<file path="src/rtl/mbps_pkg.sv">
`default_nettype none
// ----------------------------------------------------------------------------
// Masked byte pattern search package
// Shared constants, codes and transaction types of the search core.
// ----------------------------------------------------------------------------
package mbps_pkg;

  localparam int unsigned MAX_PATTERN = 64;
  localparam int unsigned PosW        = 32;

  localparam logic [1:0] CMD_APPEND  = 2'd0;
  localparam logic [1:0] CMD_SCAN    = 2'd1;
  localparam logic [1:0] CMD_RESTART = 2'd2;

  localparam logic [1:0] ST_NONE      = 2'd0;
  localparam logic [1:0] ST_FOUND     = 2'd1;
  localparam logic [1:0] ST_NOT_FOUND = 2'd2;
  localparam logic [1:0] ST_EMPTY     = 2'd3;

  typedef struct packed {
    logic [1:0] command;
    logic [7:0] byte_value;
    logic       care;
    logic       last_image;
  } in_t;

  typedef struct packed {
    logic [1:0]      status;
    logic [PosW-1:0] match_offset;
  } out_t;

  typedef struct packed {
    logic load;
    logic scan;
    logic clear_scan;
    logic clear_pattern;
  } cell_ctrl_t;

endpackage

`default_nettype wire

</file>
<file path="src/rtl/mbps_cell.sv">
`default_nettype none
// ----------------------------------------------------------------------------
// Masked byte pattern search cell
// Holds one pattern position and its partial match bit of the shift-and chain.
// ----------------------------------------------------------------------------
module mbps_cell
  import mbps_pkg::*;
(
  input  wire logic       clk_i,
  input  wire logic       rst_ni,
  input  wire cell_ctrl_t ctrl_i,
  input  wire logic [7:0] byte_i,
  input  wire logic       care_i,
  input  wire logic       prev_used_i,
  input  wire logic       prev_partial_i,
  input  wire logic       next_used_i,
  output logic            used_o,
  output logic            partial_o,
  output logic            hit_o
);

  logic [7:0] pat_q;
  logic       care_q;
  logic       used_q,    used_d;
  logic       partial_q, partial_d;
  logic       slot;
  logic       eq;
  logic       step;

  assign slot = prev_used_i && !used_q;
  assign eq   = !care_q || (pat_q == byte_i);
  assign step = prev_partial_i && eq;

  always_comb begin
    used_d = used_q;
    if (ctrl_i.clear_pattern) begin
      used_d = 1'b0;
    end else if (ctrl_i.load && slot) begin
      used_d = 1'b1;
    end
  end

  always_comb begin
    partial_d = partial_q;
    if (ctrl_i.clear_scan) begin
      partial_d = 1'b0;
    end else if (ctrl_i.scan && used_q) begin
      partial_d = step;
    end
  end

  always_ff @(posedge clk_i or negedge rst_ni) begin
    if (!rst_ni) begin
      used_q    <= 1'b0;
      partial_q <= 1'b0;
    end else begin
      used_q    <= used_d;
      partial_q <= partial_d;
    end
  end

  always_ff @(posedge clk_i) begin
    if (ctrl_i.load && slot) begin
      pat_q  <= byte_i;
      care_q <= care_i;
    end
  end

  assign used_o    = used_q;
  assign partial_o = partial_q;
  assign hit_o     = used_q && !next_used_i && step;

endmodule

`default_nettype wire

</file>
<file path="src/rtl/masked_byte_pattern_search_core.sv">
`default_nettype none
// ----------------------------------------------------------------------------
// Masked byte pattern search core
// Loads a wildcard byte pattern into a row of cells and scans image bytes
// through it, reporting the offset of the first full match.
// ----------------------------------------------------------------------------
// Throughput: one transaction per cycle while the skid stage is empty; every
// cell compares its pattern byte against the image byte in the same cycle and
// passes its bit to the next cell. A two-entry output register keeps input
// accepted while one result waits.
// Reset clears pattern length, scan state and the valid flags of the output
// stages; pattern bytes and output data are held without reset.
module masked_byte_pattern_search_core
  import mbps_pkg::*;
#(
  parameter int unsigned MaxPattern = MAX_PATTERN
) (
  input  wire logic clk_i,
  input  wire logic rst_ni,
  input  wire logic in_valid_i,
  output logic      in_ready_o,
  input  wire in_t  in_data_i,
  output logic      out_valid_o,
  input  wire logic out_ready_i,
  output out_t      out_data_o
);

  localparam int unsigned LenW = $clog2(MaxPattern + 1);

  logic                  in_fire;
  logic                  out_fire;
  logic                  is_append;
  logic                  is_scan;
  logic                  is_restart;
  logic                  len_zero;
  logic                  found;
  cell_ctrl_t            ctrl;
  out_t                  res;

  logic [LenW-1:0]       len_q,  len_d;
  logic [PosW-1:0]       pos_q,  pos_d;
  logic                  done_q, done_d;

  logic [MaxPattern-1:0] used;
  logic [MaxPattern-1:0] partial;
  logic [MaxPattern-1:0] hit;

  out_t                  out_q,  skid_q;
  logic                  out_valid_q, skid_valid_q;

  assign in_ready_o = !skid_valid_q;
  assign in_fire    = in_valid_i && in_ready_o;
  assign out_fire   = out_valid_q && out_ready_i;

  assign is_append  = in_fire && (in_data_i.command == CMD_APPEND);
  assign is_scan    = in_fire && (in_data_i.command == CMD_SCAN);
  assign is_restart = in_fire && (in_data_i.command == CMD_RESTART);
  assign len_zero   = (len_q == '0);

  assign ctrl.load          = is_append;
  assign ctrl.scan          = is_scan && !len_zero && !done_q;
  assign ctrl.clear_scan    = is_restart || (is_scan && in_data_i.last_image);
  assign ctrl.clear_pattern = is_restart;

  for (genvar k = 0; k < MaxPattern; k++) begin : g_cell
    logic prev_used;
    logic prev_partial;
    logic next_used;

    if (k == 0) begin : g_head
      assign prev_used    = 1'b1;
      assign prev_partial = 1'b1;
    end else begin : g_body
      assign prev_used    = used[k-1];
      assign prev_partial = partial[k-1];
    end

    if (k == MaxPattern - 1) begin : g_tail
      assign next_used = 1'b0;
    end else begin : g_link
      assign next_used = used[k+1];
    end

    mbps_cell u_cell (
      .clk_i          (clk_i),
      .rst_ni         (rst_ni),
      .ctrl_i         (ctrl),
      .byte_i         (in_data_i.byte_value),
      .care_i         (in_data_i.care),
      .prev_used_i    (prev_used),
      .prev_partial_i (prev_partial),
      .next_used_i    (next_used),
      .used_o         (used[k]),
      .partial_o      (partial[k]),
      .hit_o          (hit[k])
    );
  end

  assign found = |hit;

  always_comb begin
    res.status       = ST_NONE;
    res.match_offset = '0;
    if (in_data_i.command == CMD_SCAN) begin
      if (len_zero) begin
        res.status = ST_EMPTY;
      end else if (!done_q) begin
        if (found) begin
          res.status       = ST_FOUND;
          res.match_offset = pos_q - PosW'(len_q) + PosW'(1);
        end else if (in_data_i.last_image) begin
          res.status = ST_NOT_FOUND;
        end
      end
    end
  end

  always_comb begin
    len_d  = len_q;
    pos_d  = pos_q;
    done_d = done_q;
    if (is_restart) begin
      len_d = '0;
    end else if (is_append && (len_q != LenW'(MaxPattern))) begin
      len_d = len_q + LenW'(1);
    end
    if (ctrl.scan && found) begin
      done_d = 1'b1;
    end
    if (is_scan) begin
      pos_d = pos_q + PosW'(1);
    end
    if (ctrl.clear_scan) begin
      pos_d  = '0;
      done_d = 1'b0;
    end
  end

  always_ff @(posedge clk_i or negedge rst_ni) begin
    if (!rst_ni) begin
      len_q  <= '0;
      pos_q  <= '0;
      done_q <= 1'b0;
    end else begin
      len_q  <= len_d;
      pos_q  <= pos_d;
      done_q <= done_d;
    end
  end

  always_ff @(posedge clk_i or negedge rst_ni) begin
    if (!rst_ni) begin
      out_valid_q  <= 1'b0;
      skid_valid_q <= 1'b0;
    end else begin
      if (out_fire) begin
        if (skid_valid_q) begin
          skid_valid_q <= 1'b0;
        end else begin
          out_valid_q <= in_fire;
        end
      end else if (in_fire) begin
        if (!out_valid_q) begin
          out_valid_q <= 1'b1;
        end else begin
          skid_valid_q <= 1'b1;
        end
      end
    end
  end

  always_ff @(posedge clk_i) begin
    if (out_fire) begin
      if (skid_valid_q) begin
        out_q <= skid_q;
      end else if (in_fire) begin
        out_q <= res;
      end
    end else if (in_fire) begin
      if (!out_valid_q) begin
        out_q <= res;
      end else begin
        skid_q <= res;
      end
    end
  end

  assign out_valid_o = out_valid_q;
  assign out_data_o  = out_q;

  a_skid_behind_out : assert property (@(posedge clk_i) disable iff (!rst_ni)
    skid_valid_q |-> out_valid_q)
    else $error("skid stage holds a result while the output stage is empty");

  a_single_tail : assert property (@(posedge clk_i) disable iff (!rst_ni)
    $onehot0(hit))
    else $error("more than one cell reports a full match");

  a_len_tracks_cells : assert property (@(posedge clk_i) disable iff (!rst_ni)
    len_zero == !used[0])
    else $error("pattern length disagrees with the occupied cells");

  a_found_once : assert property (@(posedge clk_i) disable iff (!rst_ni)
    (done_q && is_scan) |-> (res.status == ST_NONE))
    else $error("second match reported within one scan");

endmodule

`default_nettype wire
</file>
<file path="config.mk">
export PLATFORM = sky130hd
export DESIGN_NAME = masked_byte_pattern_search_core
export DESIGN_NICKNAME = d
export VERILOG_FILES = /design/src/rtl/mbps_pkg.sv /design/src/rtl/mbps_cell.sv /design/src/rtl/masked_byte_pattern_search_core.sv
export SDC_FILE = /design/constraint.sdc
export NUM_CORES = 1
export LEC_CHECK = 0
export ABC_AREA = 1
export BUFFER_PORTS_ARGS = -buffer_cell sky130_fd_sc_hd__buf_4
export CORE_MARGIN = 3
export CORE_UTILIZATION = 65
export DETAILED_ROUTE_END_ITERATION = 16
export GPL_TIMING_DRIVEN = 0
export PLACE_DENSITY_LB_ADDON = 0.05
export SLEW_MARGIN = 5
export SYNTH_ARGS = -nofsm -noshare
export SYNTH_HDL_FRONTEND = slang
export SYNTH_SLANG_ARGS = --single-unit
</file>
<file path="constraint.sdc">
create_clock -name clk_i -period 8.7 [get_ports clk_i]
set_clock_uncertainty 0.05 [all_clocks]
set_input_delay 1.305 -clock clk_i [delete_from_list [all_inputs] [get_ports clk_i]]
set_output_delay 1.305 -clock clk_i [all_outputs]
set_load 0.05 [all_outputs]
</file>
==> results of run 1 <==
-- Yosys cell counts (all sizes together) --
master	count	area, sq um
fa	1	20.0
o21ai	114	571
ha	63	788
o211ai	3	22.5
nor3b	2	15.0
nor3	14	75.1
inv	302	1130
a21oi	226	1130
nand2	785	2950
clkinv	1	3.75
o22ai	1	6.26
dfrtp	169	4230
and3	1	6.26
o31ai	2	15.0
a31oi	8	56.3
nand3	100	568
xor2	13	114
nor4	3	18.8
a21o	5	37.5
nand4	14	87.6
clkbuf	31	116
a21boi	2	15.0
edfxtp	644	19300
xnor2	487	4270
nand3b	1	7.51
buf	66	574
a211oi	3	22.5
nor2	384	1480
o21a	5	37.5
a41oi	1	8.76
-- logic make-up after synthesis --
family                     after synthesis
buffers and inverters                  400
xor gates and xnor gates               500
adders and majority gates               64
AOI/OAI and AO/OA                      370
and+or+nand+nor                       1304
DFF                                    813
-- power by group --
group	switching, W	internal, W
logic	0.00166	0.000812
clock network	0.00147	0.00199
registers	0.000255	0.00471
-- final cells by class --
type / instances / area (sq um)
Antenna cell: 1 / 2.50
Buffer: 97 / 691
Clock buffer: 103 / 2140
Clock inverter: 42 / 463
Fill cell: 3860 / 15200
Inverter: 303 / 1140
Multi-Input combinational cell: 2238 / 12300
Sequential cell: 813 / 23600
Tap cell: 756 / 946
Timing Repair Buffer: 53 / 438
-- layer usage --
| layer | routed length [um] | up-vias | track usage (%) |
|---|---|---|---|
| met5 | 0 | - | 0 |
| met4 | 3740 | 0 | 12.7 |
| met3 | 7460 | 199 | 5.45 |
| met2 | 42900 | 968 | 49.7 |
| met1 | 38700 | 11876 | 43.3 |
| li1 | - | 11624 | - |
-- sequential cells by signal, indices dropped and copies added, names as in the netlist, 7 cells and up --
register / count
g_cell.u_cell.pat_q: 512
g_cell.u_cell.care_q: 64
g_cell.u_cell.used_o: 64
g_cell.u_cell.partial_o: 63
out_data_o: 34
skid_q: 34
pos_q: 32
len_q: 7
-- worst paths after layout --
path,from,to,slack [ps],cells past startpoint
setup reg to reg,pos_q[1]$_DFFE_PN0P_,out_data_o[31]$_DFFE_PP_,5220,16
hold / removal,pos_q[31]$_DFFE_PN0P_,pos_q[31]$_DFFE_PN0P_,460,1
setup / recovery,in_data_i[8],out_data_o[31]$_DFFE_PP_,4220,19
max in group asynchronous,rst_ni,g_cell[7].u_cell.partial_o$_DFFE_PN0P_,7040,2
hold reg to reg,pos_q[31]$_DFFE_PN0P_,pos_q[31]$_DFFE_PN0P_,460,1
min in group asynchronous,rst_ni,pos_q[28]$_DFFE_PN0P_,570,1
-- stage by stage --
| step | cells | setup slack (ps) | util, % |
|---|---|---|---|
| after floorplan | 3451 | 3940 | - |
| after global placement | 4258 | 3010 | 68.6 |
| after detailed placement | 4260 | 3640 | 68.7 |
| after CTS | 4405 | 4290 | 73.3 |
| after global routing | 4405 | 4040 | 73.3 |
| final | 4406 | 4220 | 73.3 |
==> flow_metrics.tcl, run 1 <==
set metrics [dict create \
    cts_root_buf "clkbuf_16" \
    worstPathArrival_ps 4790 \
    final_area_sq_um 41700 \
    fp.dieH_um 247 \
    coreArea_sq_um 56900 \
    dr.pass1.iters 6 \
    clock_latency_ps 630 \
    status "completed" \
    pin_count 52 \
    cts_resized 0 \
    wl_per_cell_um 21.0 \
    critPathCaptureType "register" \
    drive_above_1_share_pct 6.85 \
    maxSlewViolCount 0 \
    fmax_mhz 223 \
    clkTransAtPathRegs_ps 70 \
    grt_pass1_wl_um 142000 \
    globalplace.congestion 0.953 \
    clk_path_buf_depth 3 \
    fin_setup_tns_ps 0 \
    ir_drop_uv 240 \
    p_per_area_nw_per_um2 261 \
    cts_tree "done" \
    synthXorXnorAreaFrac_pct 11.6 \
    rsz0062_at_grt "false" \
    synth_top_family_by_area "simple AND/OR/NAND/NOR gates" \
    layout_common_cells "nand2_1, edfxtp_1, xnor2_1" \
    startpoint_type "primary input" \
    hold_path.class "reg2reg" \
    vias_per_cell 5.60 \
    hold_slack_ps 456 \
    p_leak_nw 16.7 \
    rows 87 \
    netlist_instances 3451 \
    wirelength_um 92700 \
    worst_pin_slew_ps 1050 \
    drt_iter0_drc 2438 \
    initial_utilization_pct 66.3 \
    cp_max_fo 65 \
    synthDistinctLibCells 43 \
    antenna_left 0 \
    h-tree-depth 3 \
    required_ps 9000 \
    synthAdderAreaFrac_pct 2.14 \
    layout_commonest_cell "nand2_1" \
    synth_compound_area_share_pct 5.10 \
    track_usage_pct 31.3 \
    ys_warn_count 0 \
    synthToLayoutAreaGrowth_pct 10.6 \
    period_share_pct 51.5 \
    antenna_found_initial 0 \
    critPathKind "in2reg" \
    fin_crit_ps 4480 \
    synth.mux.area_fraction_pct 0 \
    syn_nets 3531 \
    grt-ovfl-total 0 \
    die-area_sq_um 61000 \
    nets 3667 \
    crit_top_cell "nand2_1" \
    hold_viol_final 0 \
    p_total_w 0.0109 \
    hpwl_um 60900 \
    max_stage_delay_ps 710 \
    clkSinkCount 813 \
    dr_total_vias 24667 \
    cap_viol_max_count 0 \
    die_x_um 247 \
    yosysSeqAreaShare_pct 62.5 \
    critPathTopFamily "simple AND/OR/NAND/NOR gates" \
    slew_headroom_pct 29.9 \
    drcViolationCount 0 \
    synthSimpleGateAreaFrac_pct 13.8 \
    finalSetupViolCount 0 \
    grt_max_degree 114 \
    crit_chain "buf_4 -> buf_4 -> buf_4 -> xnor2_1 -> nand2_1 -> nor2_1 -> nand2_1 -> nand2_1 -> nand3_1 -> nand2_1 -> nor2_1 -> nand2_1 -> nor2_1 -> nand2_1 -> nor2_4 -> nor2_8 -> buf_6 -> nand3_1 -> a21oi_1" \
    cts_hold_buf 0 \
    ys_ff_latch 813 \
    first_global_vias 24487 \
    placed_area_sq_um 39100 \
    synth_area_sq_um 37700 \
    portBuffers 51 \
    syn_area_per_cell_sq_um 10.9 \
    numCtsBuffers 81 \
    slowest_stage "buf_4" \
    post_cts.repair.setup_buffers 0 \
    crit_buf_inv 4 \
]
No activity file was read; power rests on OpenSTA's default activity.
==> run 2, diff against run 1 <==
--- a/config.mk
+++ b/config.mk
@@ -5,10 +5,10 @@
 export SDC_FILE = /design/constraint.sdc
 export NUM_CORES = 1
 export LEC_CHECK = 0
-export ABC_AREA = 1
+export ABC_AREA = 0
 export BUFFER_PORTS_ARGS = -buffer_cell sky130_fd_sc_hd__buf_4
 export CORE_MARGIN = 3
-export CORE_UTILIZATION = 65
+export CORE_UTILIZATION = 63
 export DETAILED_ROUTE_END_ITERATION = 16
 export GPL_TIMING_DRIVEN = 0
 export PLACE_DENSITY_LB_ADDON = 0.05
==> constraint.sdc (replaced) <==
create_clock -name clk_i -period 4.15 [get_ports clk_i]
set_clock_uncertainty 0.05 [all_clocks]
set_input_delay 0.6225 -clock clk_i [delete_from_list [all_inputs] [get_ports clk_i]]
set_output_delay 0.6225 -clock clk_i [all_outputs]
set_load 0.05 [all_outputs]
==> run 2 against run 1 <==
  * Die area increased by 0.35%
  * Sequential cell count unchanged
  * Non-clock buffer count grew 26
  * Clock power rose by 110%
  * Wire length shrank 5.1%
  * Count of clock-buffer cells in the layout up 8
  * Worst hold slack worse by 290 ps
  * Via count is 10% lower
  * Area after synthesis decreased by 2.7%
  * Setup slack got worse by 4100 ps
  * Largest power group unchanged
==> flow_metrics.tcl, run 2 <==
set metrics [dict create \
    syn_area_per_cell_sq_um 13.9 \
    hold_viol_final 0 \
    portBuffers 49 \
    p_leak_nw 14.2 \
    antenna_left 0 \
    critPathCaptureType "register" \
    largest_reg_flops 512 \
    pwr-share-comb_pct 19.4 \
    clk_path_buf_depth 3 \
    wl_per_cell_um 24.3 \
    cap_viol_max_count 0 \
    async_flop_share_pct 20.8 \
    track_usage_pct 29.2 \
    layout_commonest_cell "edfxtp_1" \
    required_ps 4500 \
    slew_headroom_pct 23.5 \
    fin_util_pct 72.2 \
    coreArea_sq_um 57000 \
    numCtsBuffers 83 \
    hold_path.class "in2reg" \
    critPathKind "in2reg" \
    netlist.area_leader.share_pct 52.7 \
    ys_ff_latch 813 \
    maxSlewViolCount 0 \
    r2r_setup_slack_ps 360 \
    grt_pass1_wl_um 132000 \
    clkTransAtPathRegs_ps 60 \
    dr.pass1.iters 5 \
    syn_nets 2727 \
    internal-power_w 0.0148 \
    synthDistinctLibCells 61 \
    fin_crit_ps 3990 \
    die-area_sq_um 61200 \
    dr_total_vias 22152 \
    rsz0062_at_grt "false" \
    layoutNonFillerInstCount 3619 \
    drcViolationCount 0 \
    worstPathArrival_ps 4340 \
    yosysMostFrequentCell "edfxtp_1" \
    power.net_switching_w 0.00596 \
    yosysTopAreaCell "edfxtp_1" \
    clock_latency_ps 640 \
    pin_count 52 \
    worst_pin_slew_ps 1140 \
    fillCellCount 3773 \
    seq_power_share_pct 45.6 \
    drt_iter0_drc 2004 \
    nets 2876 \
    initial_utilization_pct 64.3 \
    largest_register "g_cell.u_cell.pat_q" \
    fmax_mhz 251 \
    cp_max_fo 65 \
    p_total_w 0.0207 \
    wirelength_um 88000 \
    status "completed" \
    grt_max_degree 102 \
    synthTopCellsByArea "edfxtp_1, xnor2_1, dfrtp_1, nor2_1, nand4_1" \
    fp.dieH_um 247 \
    fin_setup_tns_ps 0 \
    finalSetupViolCount 0 \
    ir_drop_uv 580 \
    first_global_vias 22021 \
    die_x_um 247 \
    synthToLayoutAreaGrowth_pct 12.2 \
    hpwl_um 56000 \
    rows 87 \
    synth_edf_count 644 \
    setup_ws_ps 160 \
    p_per_area_nw_per_um2 504 \
    power_frac_clock_pct 35.0 \
    antenna_found_initial 1 \
    grt-ovfl-total 0 \
    netSwitchingFraction_pct 28.7 \
    pre_cts_slack_ps -800 \
    dpl.cell_count 3464 \
    drive_above_1_share_pct 12.1 \
    synth_area_sq_um 36700 \
    ys.flop_type "edfxtp_1" \
    cts_root_buf "clkbuf_16" \
    h-tree-depth 3 \
    antenna_cells 0 \
    cts_tree "done" \
    period_share_pct 96.1 \
    netlist_instances 2647 \
    startpoint_type "primary input" \
    ys_warn_count 0 \
    ys_top_cells_by_count "edfxtp_1, xnor2_1, nor2_1" \
    layout_common_cells "edfxtp_1, xnor2_1, nor2_1" \
    yosysSeqAreaShare_pct 64.2 \
    globalplace.congestion 0.928 \
    vias_per_cell 6.12 \
    clkSinkCount 813 \
]
-- run 2: cell count changes after synthesis, sizes merged, moves of 35 or more --
cell	before	now
nand3	100	18
o21ai	114	79
inv	302	50
nor3b	2	59
nor2	384	289
nand2	785	71
nand4	14	145
a41oi	1	63
nand4b	0	55
xnor2	487	556
a21boi	2	63
a21oi	226	33
-- run 2: final timing paths --
| kind | cells past startpoint | start | to |
|---|---|---|---|
| max | 13 | in_data_i[7] | out_data_o[20]$_DFFE_PP_ |
| min | 2 | out_ready_i | skid_valid_q$_DFFE_PN0P_ |
| max reg2reg | 6 | skid_valid_q$_DFFE_PN0P_ | g_cell[16].u_cell.pat_q[3]$_DFFE_PP_ |
| min reg2reg | 2 | skid_q[12]$_DFFE_PP_ | out_data_o[12]$_DFFE_PP_ |
| max in group asynchronous | 3 | rst_ni | g_cell[33].u_cell.partial_o$_DFFE_PN0P_ |
| min in group asynchronous | 2 | rst_ni | pos_q[26]$_DFFE_PN0P_ |
-- run 2: power by group through the flow --
stage                     combinational (W)  sequential (W)  clock [W]
final                               0.00403         0.00946    0.00726
after global routing                0.00440         0.00949    0.00768
after CTS                           0.00402         0.00946    0.00732
after detailed placement            0.00399         0.00962          0
after global placement              0.00383         0.00962          0
after floorplan                     0.00237          0.0101          0
-- run 2: logic make-up after synthesis --
family | Yosys count | share of synthesized area [%]
XOR/XNOR | 575 | 13.7
adder cells (fa/ha/maj) | 64 | 2.20
buffers and inverters | 162 | 3.00
flip-flops | 813 | 64.2
AO/OA/AOI/OAI | 330 | 6.72
AND/OR/NAND/NOR | 702 | 10.1
multiplexers | 1 | 0.0307
-- run 2: worst max-delay path, stage by stage --
cell and delay [ps]:
clkbuf_8 450, buf_6 350, buf_6 230, xnor2_1 150, nand4_1 110, o21ai_0 860, nand4b_1 290, nand4_1 210
nor4_1 70, nand3_2 200, o21ai_4 80, buf_12 160, o41ai_1 410
-- run 2: layer usage --
metal / wire length [um] / GRT usage (%) / up-vias
met5: 15 / 0 / -
met4: 4100 / 13.1 / 2
met3: 6840 / 6.80 / 198
met2: 41200 / 46.5 / 886
met1: 35900 / 38.9 / 11096
li1: - / - / 9970
-- run 2: repair_timing --
item / in CTS / in global routing
buffers inserted: 0 / 2
resized for setup: 9 / 4
pin swaps: 0 / 1
hold buffers: 1 / 0
setup endpoints to repair: 69 / 60
hold endpoints to repair: 68 / 0
-- run 2: final cells by class --
class | instances | area [sq um] | area share (%)
Timing Repair Buffer | 64 | 599 | 1.46
Clock buffer | 111 | 2280 | 5.55
Buffer | 112 | 912 | 2.21
Sequential cell | 813 | 23600 | 57.2
Multi-Input combinational cell | 1672 | 12300 | 29.9
Inverter | 50 | 188 | 0.456
Clock inverter | 41 | 353 | 0.857
Tap cell | 756 | 946 | 2.30
-- run 2: metrics by stage --
stage,hold WS (ps),area (sq um)
after detailed placement,463,38400
after CTS,136,41000
final,164,41200
after global routing,147,41200
after global placement,446,38000
after floorplan,277,36700
==> run 3, diff against run 2 <==
--- a/config.mk
+++ b/config.mk
@@ -8,7 +8,8 @@
 export ABC_AREA = 0
 export BUFFER_PORTS_ARGS = -buffer_cell sky130_fd_sc_hd__buf_4
 export CORE_MARGIN = 3
-export CORE_UTILIZATION = 63
+export CORE_UTILIZATION = 65
+export CTS_BUF_LIST = sky130_fd_sc_hd__clkbuf_8
 export DETAILED_ROUTE_END_ITERATION = 16
 export GPL_TIMING_DRIVEN = 0
 export PLACE_DENSITY_LB_ADDON = 0.05
==> run 3 against run 2 <==
  * Combinational power decreased by 1%
  * Sequential cell count unchanged
  * Utilization up 1.5 points
  * Count of clock-buffer cells in the layout up 35
  * Global-route usage rose by 1.0 points
  * Critical path depth unchanged
  * Sequential power about the same
  * Critical path type unchanged
==> flow_metrics.tcl, run 3 (synthesis gave the netlist of run 2 again) <==
set metrics [dict create \
    fmax_mhz 247 \
    largest_reg_flops 512 \
    worstPathArrival_ps 4460 \
    hold_path.class "in2reg" \
    use_met3_pct 7.42 \
    grt_pass1_wl_um 134000 \
    power_frac_clock_pct 32.2 \
    multi_input_area_sq_um 12300 \
    grt_use_met2_pct 47.8 \
    clk_path_buf_depth 3 \
    rsz0062_at_grt "false" \
    maxSlewViolCount 0 \
    seq_power_share_pct 47.7 \
    fillCellCount 3645 \
    crit_start "in_data_i[7]" \
    cts_root_buf "clkbuf_8" \
    startpoint_type "primary input" \
    fp.dieH_um 244 \
    largest_register "g_cell.u_cell.pat_q" \
    worst_pin_slew_ps 1340 \
    clkSinkCount 813 \
    reg2reg_to "g_cell[35].u_cell.pat_q[2]$_DFFE_PP_" \
    wirelength_um 88500 \
    antenna_left 0 \
    path_depth 13 \
    cp_max_fo 65 \
    critPathTopFamily "buffers and inverters" \
    critPathCaptureType "register" \
    fin_setup_tns_ps 0 \
    p_per_area_nw_per_um2 485 \
    initial_utilization_pct 66.1 \
    pin_count 52 \
    layout_common_cells "edfxtp_1, xnor2_1, nor2_1" \
    drive_above_1_share_pct 13.3 \
    portBuffers 49 \
    fin_crit_ps 4040 \
    required_ps 4570 \
    vias_per_cell 6.06 \
    grt-busiest-layer "met2" \
    wl_per_cell_um 23.9 \
    critPathKind "in2reg" \
    drt_iter0_drc 2209 \
    reg2reg_depth 6 \
    grt_max_degree 91 \
    grt-ovfl-total 0 \
    cts_tree "done" \
    netSwitchingFraction_pct 29.9 \
    cap_viol_max_count 0 \
    dr.pass1.iters 5 \
    post_cts.repair.setup_buffers 0 \
    nets 2927 \
    numCtsBuffers 133 \
    pwr-share-comb_pct 20.1 \
    period_share_pct 97.4 \
    globalplace.congestion 0.951 \
    met1_usage_pct 40.6 \
    hold_viol_final 0 \
    ir_drop_uv 433 \
    drcViolationCount 0 \
    hpwl_um 56400 \
    h-tree-depth 4 \
    track_usage_pct 30.2 \
    die_x_um 244 \
    clkTransAtPathRegs_ps 60 \
    r2r_setup_slack_ps 210 \
    p_total_w 0.0198 \
    slew_headroom_pct 10.2 \
    rows 86 \
    antenna_cells 0 \
    max_stage_delay_ps 710 \
    first_global_vias 22376 \
    crit_chain "buf_4 -> buf_6 -> buf_4 -> xnor2_1 -> nand4_1 -> o21ai_0 -> nand4b_1 -> nand4_1 -> nor4_1 -> nand3_2 -> o21ai_4 -> buf_8 -> o31ai_2" \
    critPathCapture "out_data_o[30]$_DFFE_PP_" \
    crit_buf_inv 4 \
    dr_total_vias 22404 \
    internal-power_w 0.0139 \
    status "completed" \
    fin_util_pct 73.7 \
    coreArea_sq_um 55500 \
    final-seq-area_sq_um 23600 \
    power.net_switching_w 0.00594 \
    finalSetupViolCount 0 \
    die-area_sq_um 59300 \
    antenna_found_initial 0 \
    synthToLayoutAreaGrowth_pct 11.5 \
    slowest_stage "buf_4" \
    p_leak_nw 14.3 \
    layout_commonest_cell "edfxtp_1" \
    clock_latency_ps 770 \
    r2r-start "skid_valid_q$_DFFE_PN0P_" \
]
[run 3: layout make-up]
class                           count  share of cell area (%)
Timing Repair Buffer               65                    1.34
Buffer                            112                    2.23
Sequential cell                   813                    57.6
Clock buffer                      146                    4.91
Inverter                           50                   0.459
Multi-Input combinational cell   1672                    30.1
Tap cell                          748                    2.29
Clock inverter                     92                    1.04
[run 3: timing repair]
item	CTS	global route
hold buffers	2	0
endpoints found under the setup margin	0	31
hold endpoints to repair	90	0
resized for setup	0	2
[run 3: routing by layer]
layer  part of all wire [%]  vias to the layer above  wire (um)
met5                      0                        -          0
met4                    4.1                        0       3640
met3                    8.6                      225       7600
met2                     47                      981      41200
met1                     41                    11105      36000
li1                       -                    10093          -
[run 3: worst min path at each step]
stage	start	slack (ps)	end	cells past startpoint
floorplan	rst_ni	280	done_q$_DFFE_PN0P_	0
global placement	g_cell[63].u_cell.used_o$_DFFE_PN0P_	450	g_cell[63].u_cell.used_o$_DFFE_PN0P_	2
detailed placement	skid_q[2]$_DFFE_PP_	460	out_data_o[2]$_DFFE_PP_	2
CTS	in_valid_i	120	skid_valid_q$_DFFE_PN0P_	3
global route	in_valid_i	140	skid_valid_q$_DFFE_PN0P_	3
finish	in_valid_i	170	skid_valid_q$_DFFE_PN0P_	3
[run 3: tightest hold or removal path, stage by stage]
cell	delay, ps
buf_4	80
a21oi_1	70
a21oi_1	150
[run 3: per-stage QoR]
stage,instance area (sq um),std cells,setup slack [ps],hold slack (ps)
4_1_cts,40800,3698,150,117
5_1_grt,40900,3698,10.8,141
3_3_place_gp,38000,3444,-631,451
3_5_place_dp,38400,3458,-646,464
2_1_floorplan,36700,2647,1010,277
6_report,40900,3698,107,168
[run 3: power groups by stage]
stage	Sequential [W]	Clock, W	Combinational, W
2_1_floorplan	0.0101	0	0.00237
3_3_place_gp	0.00961	0	0.00382
3_5_place_dp	0.00962	0	0.00398
4_1_cts	0.00946	0.00646	0.00399
5_1_grt	0.00950	0.00686	0.00433
6_report	0.00947	0.00638	0.00399
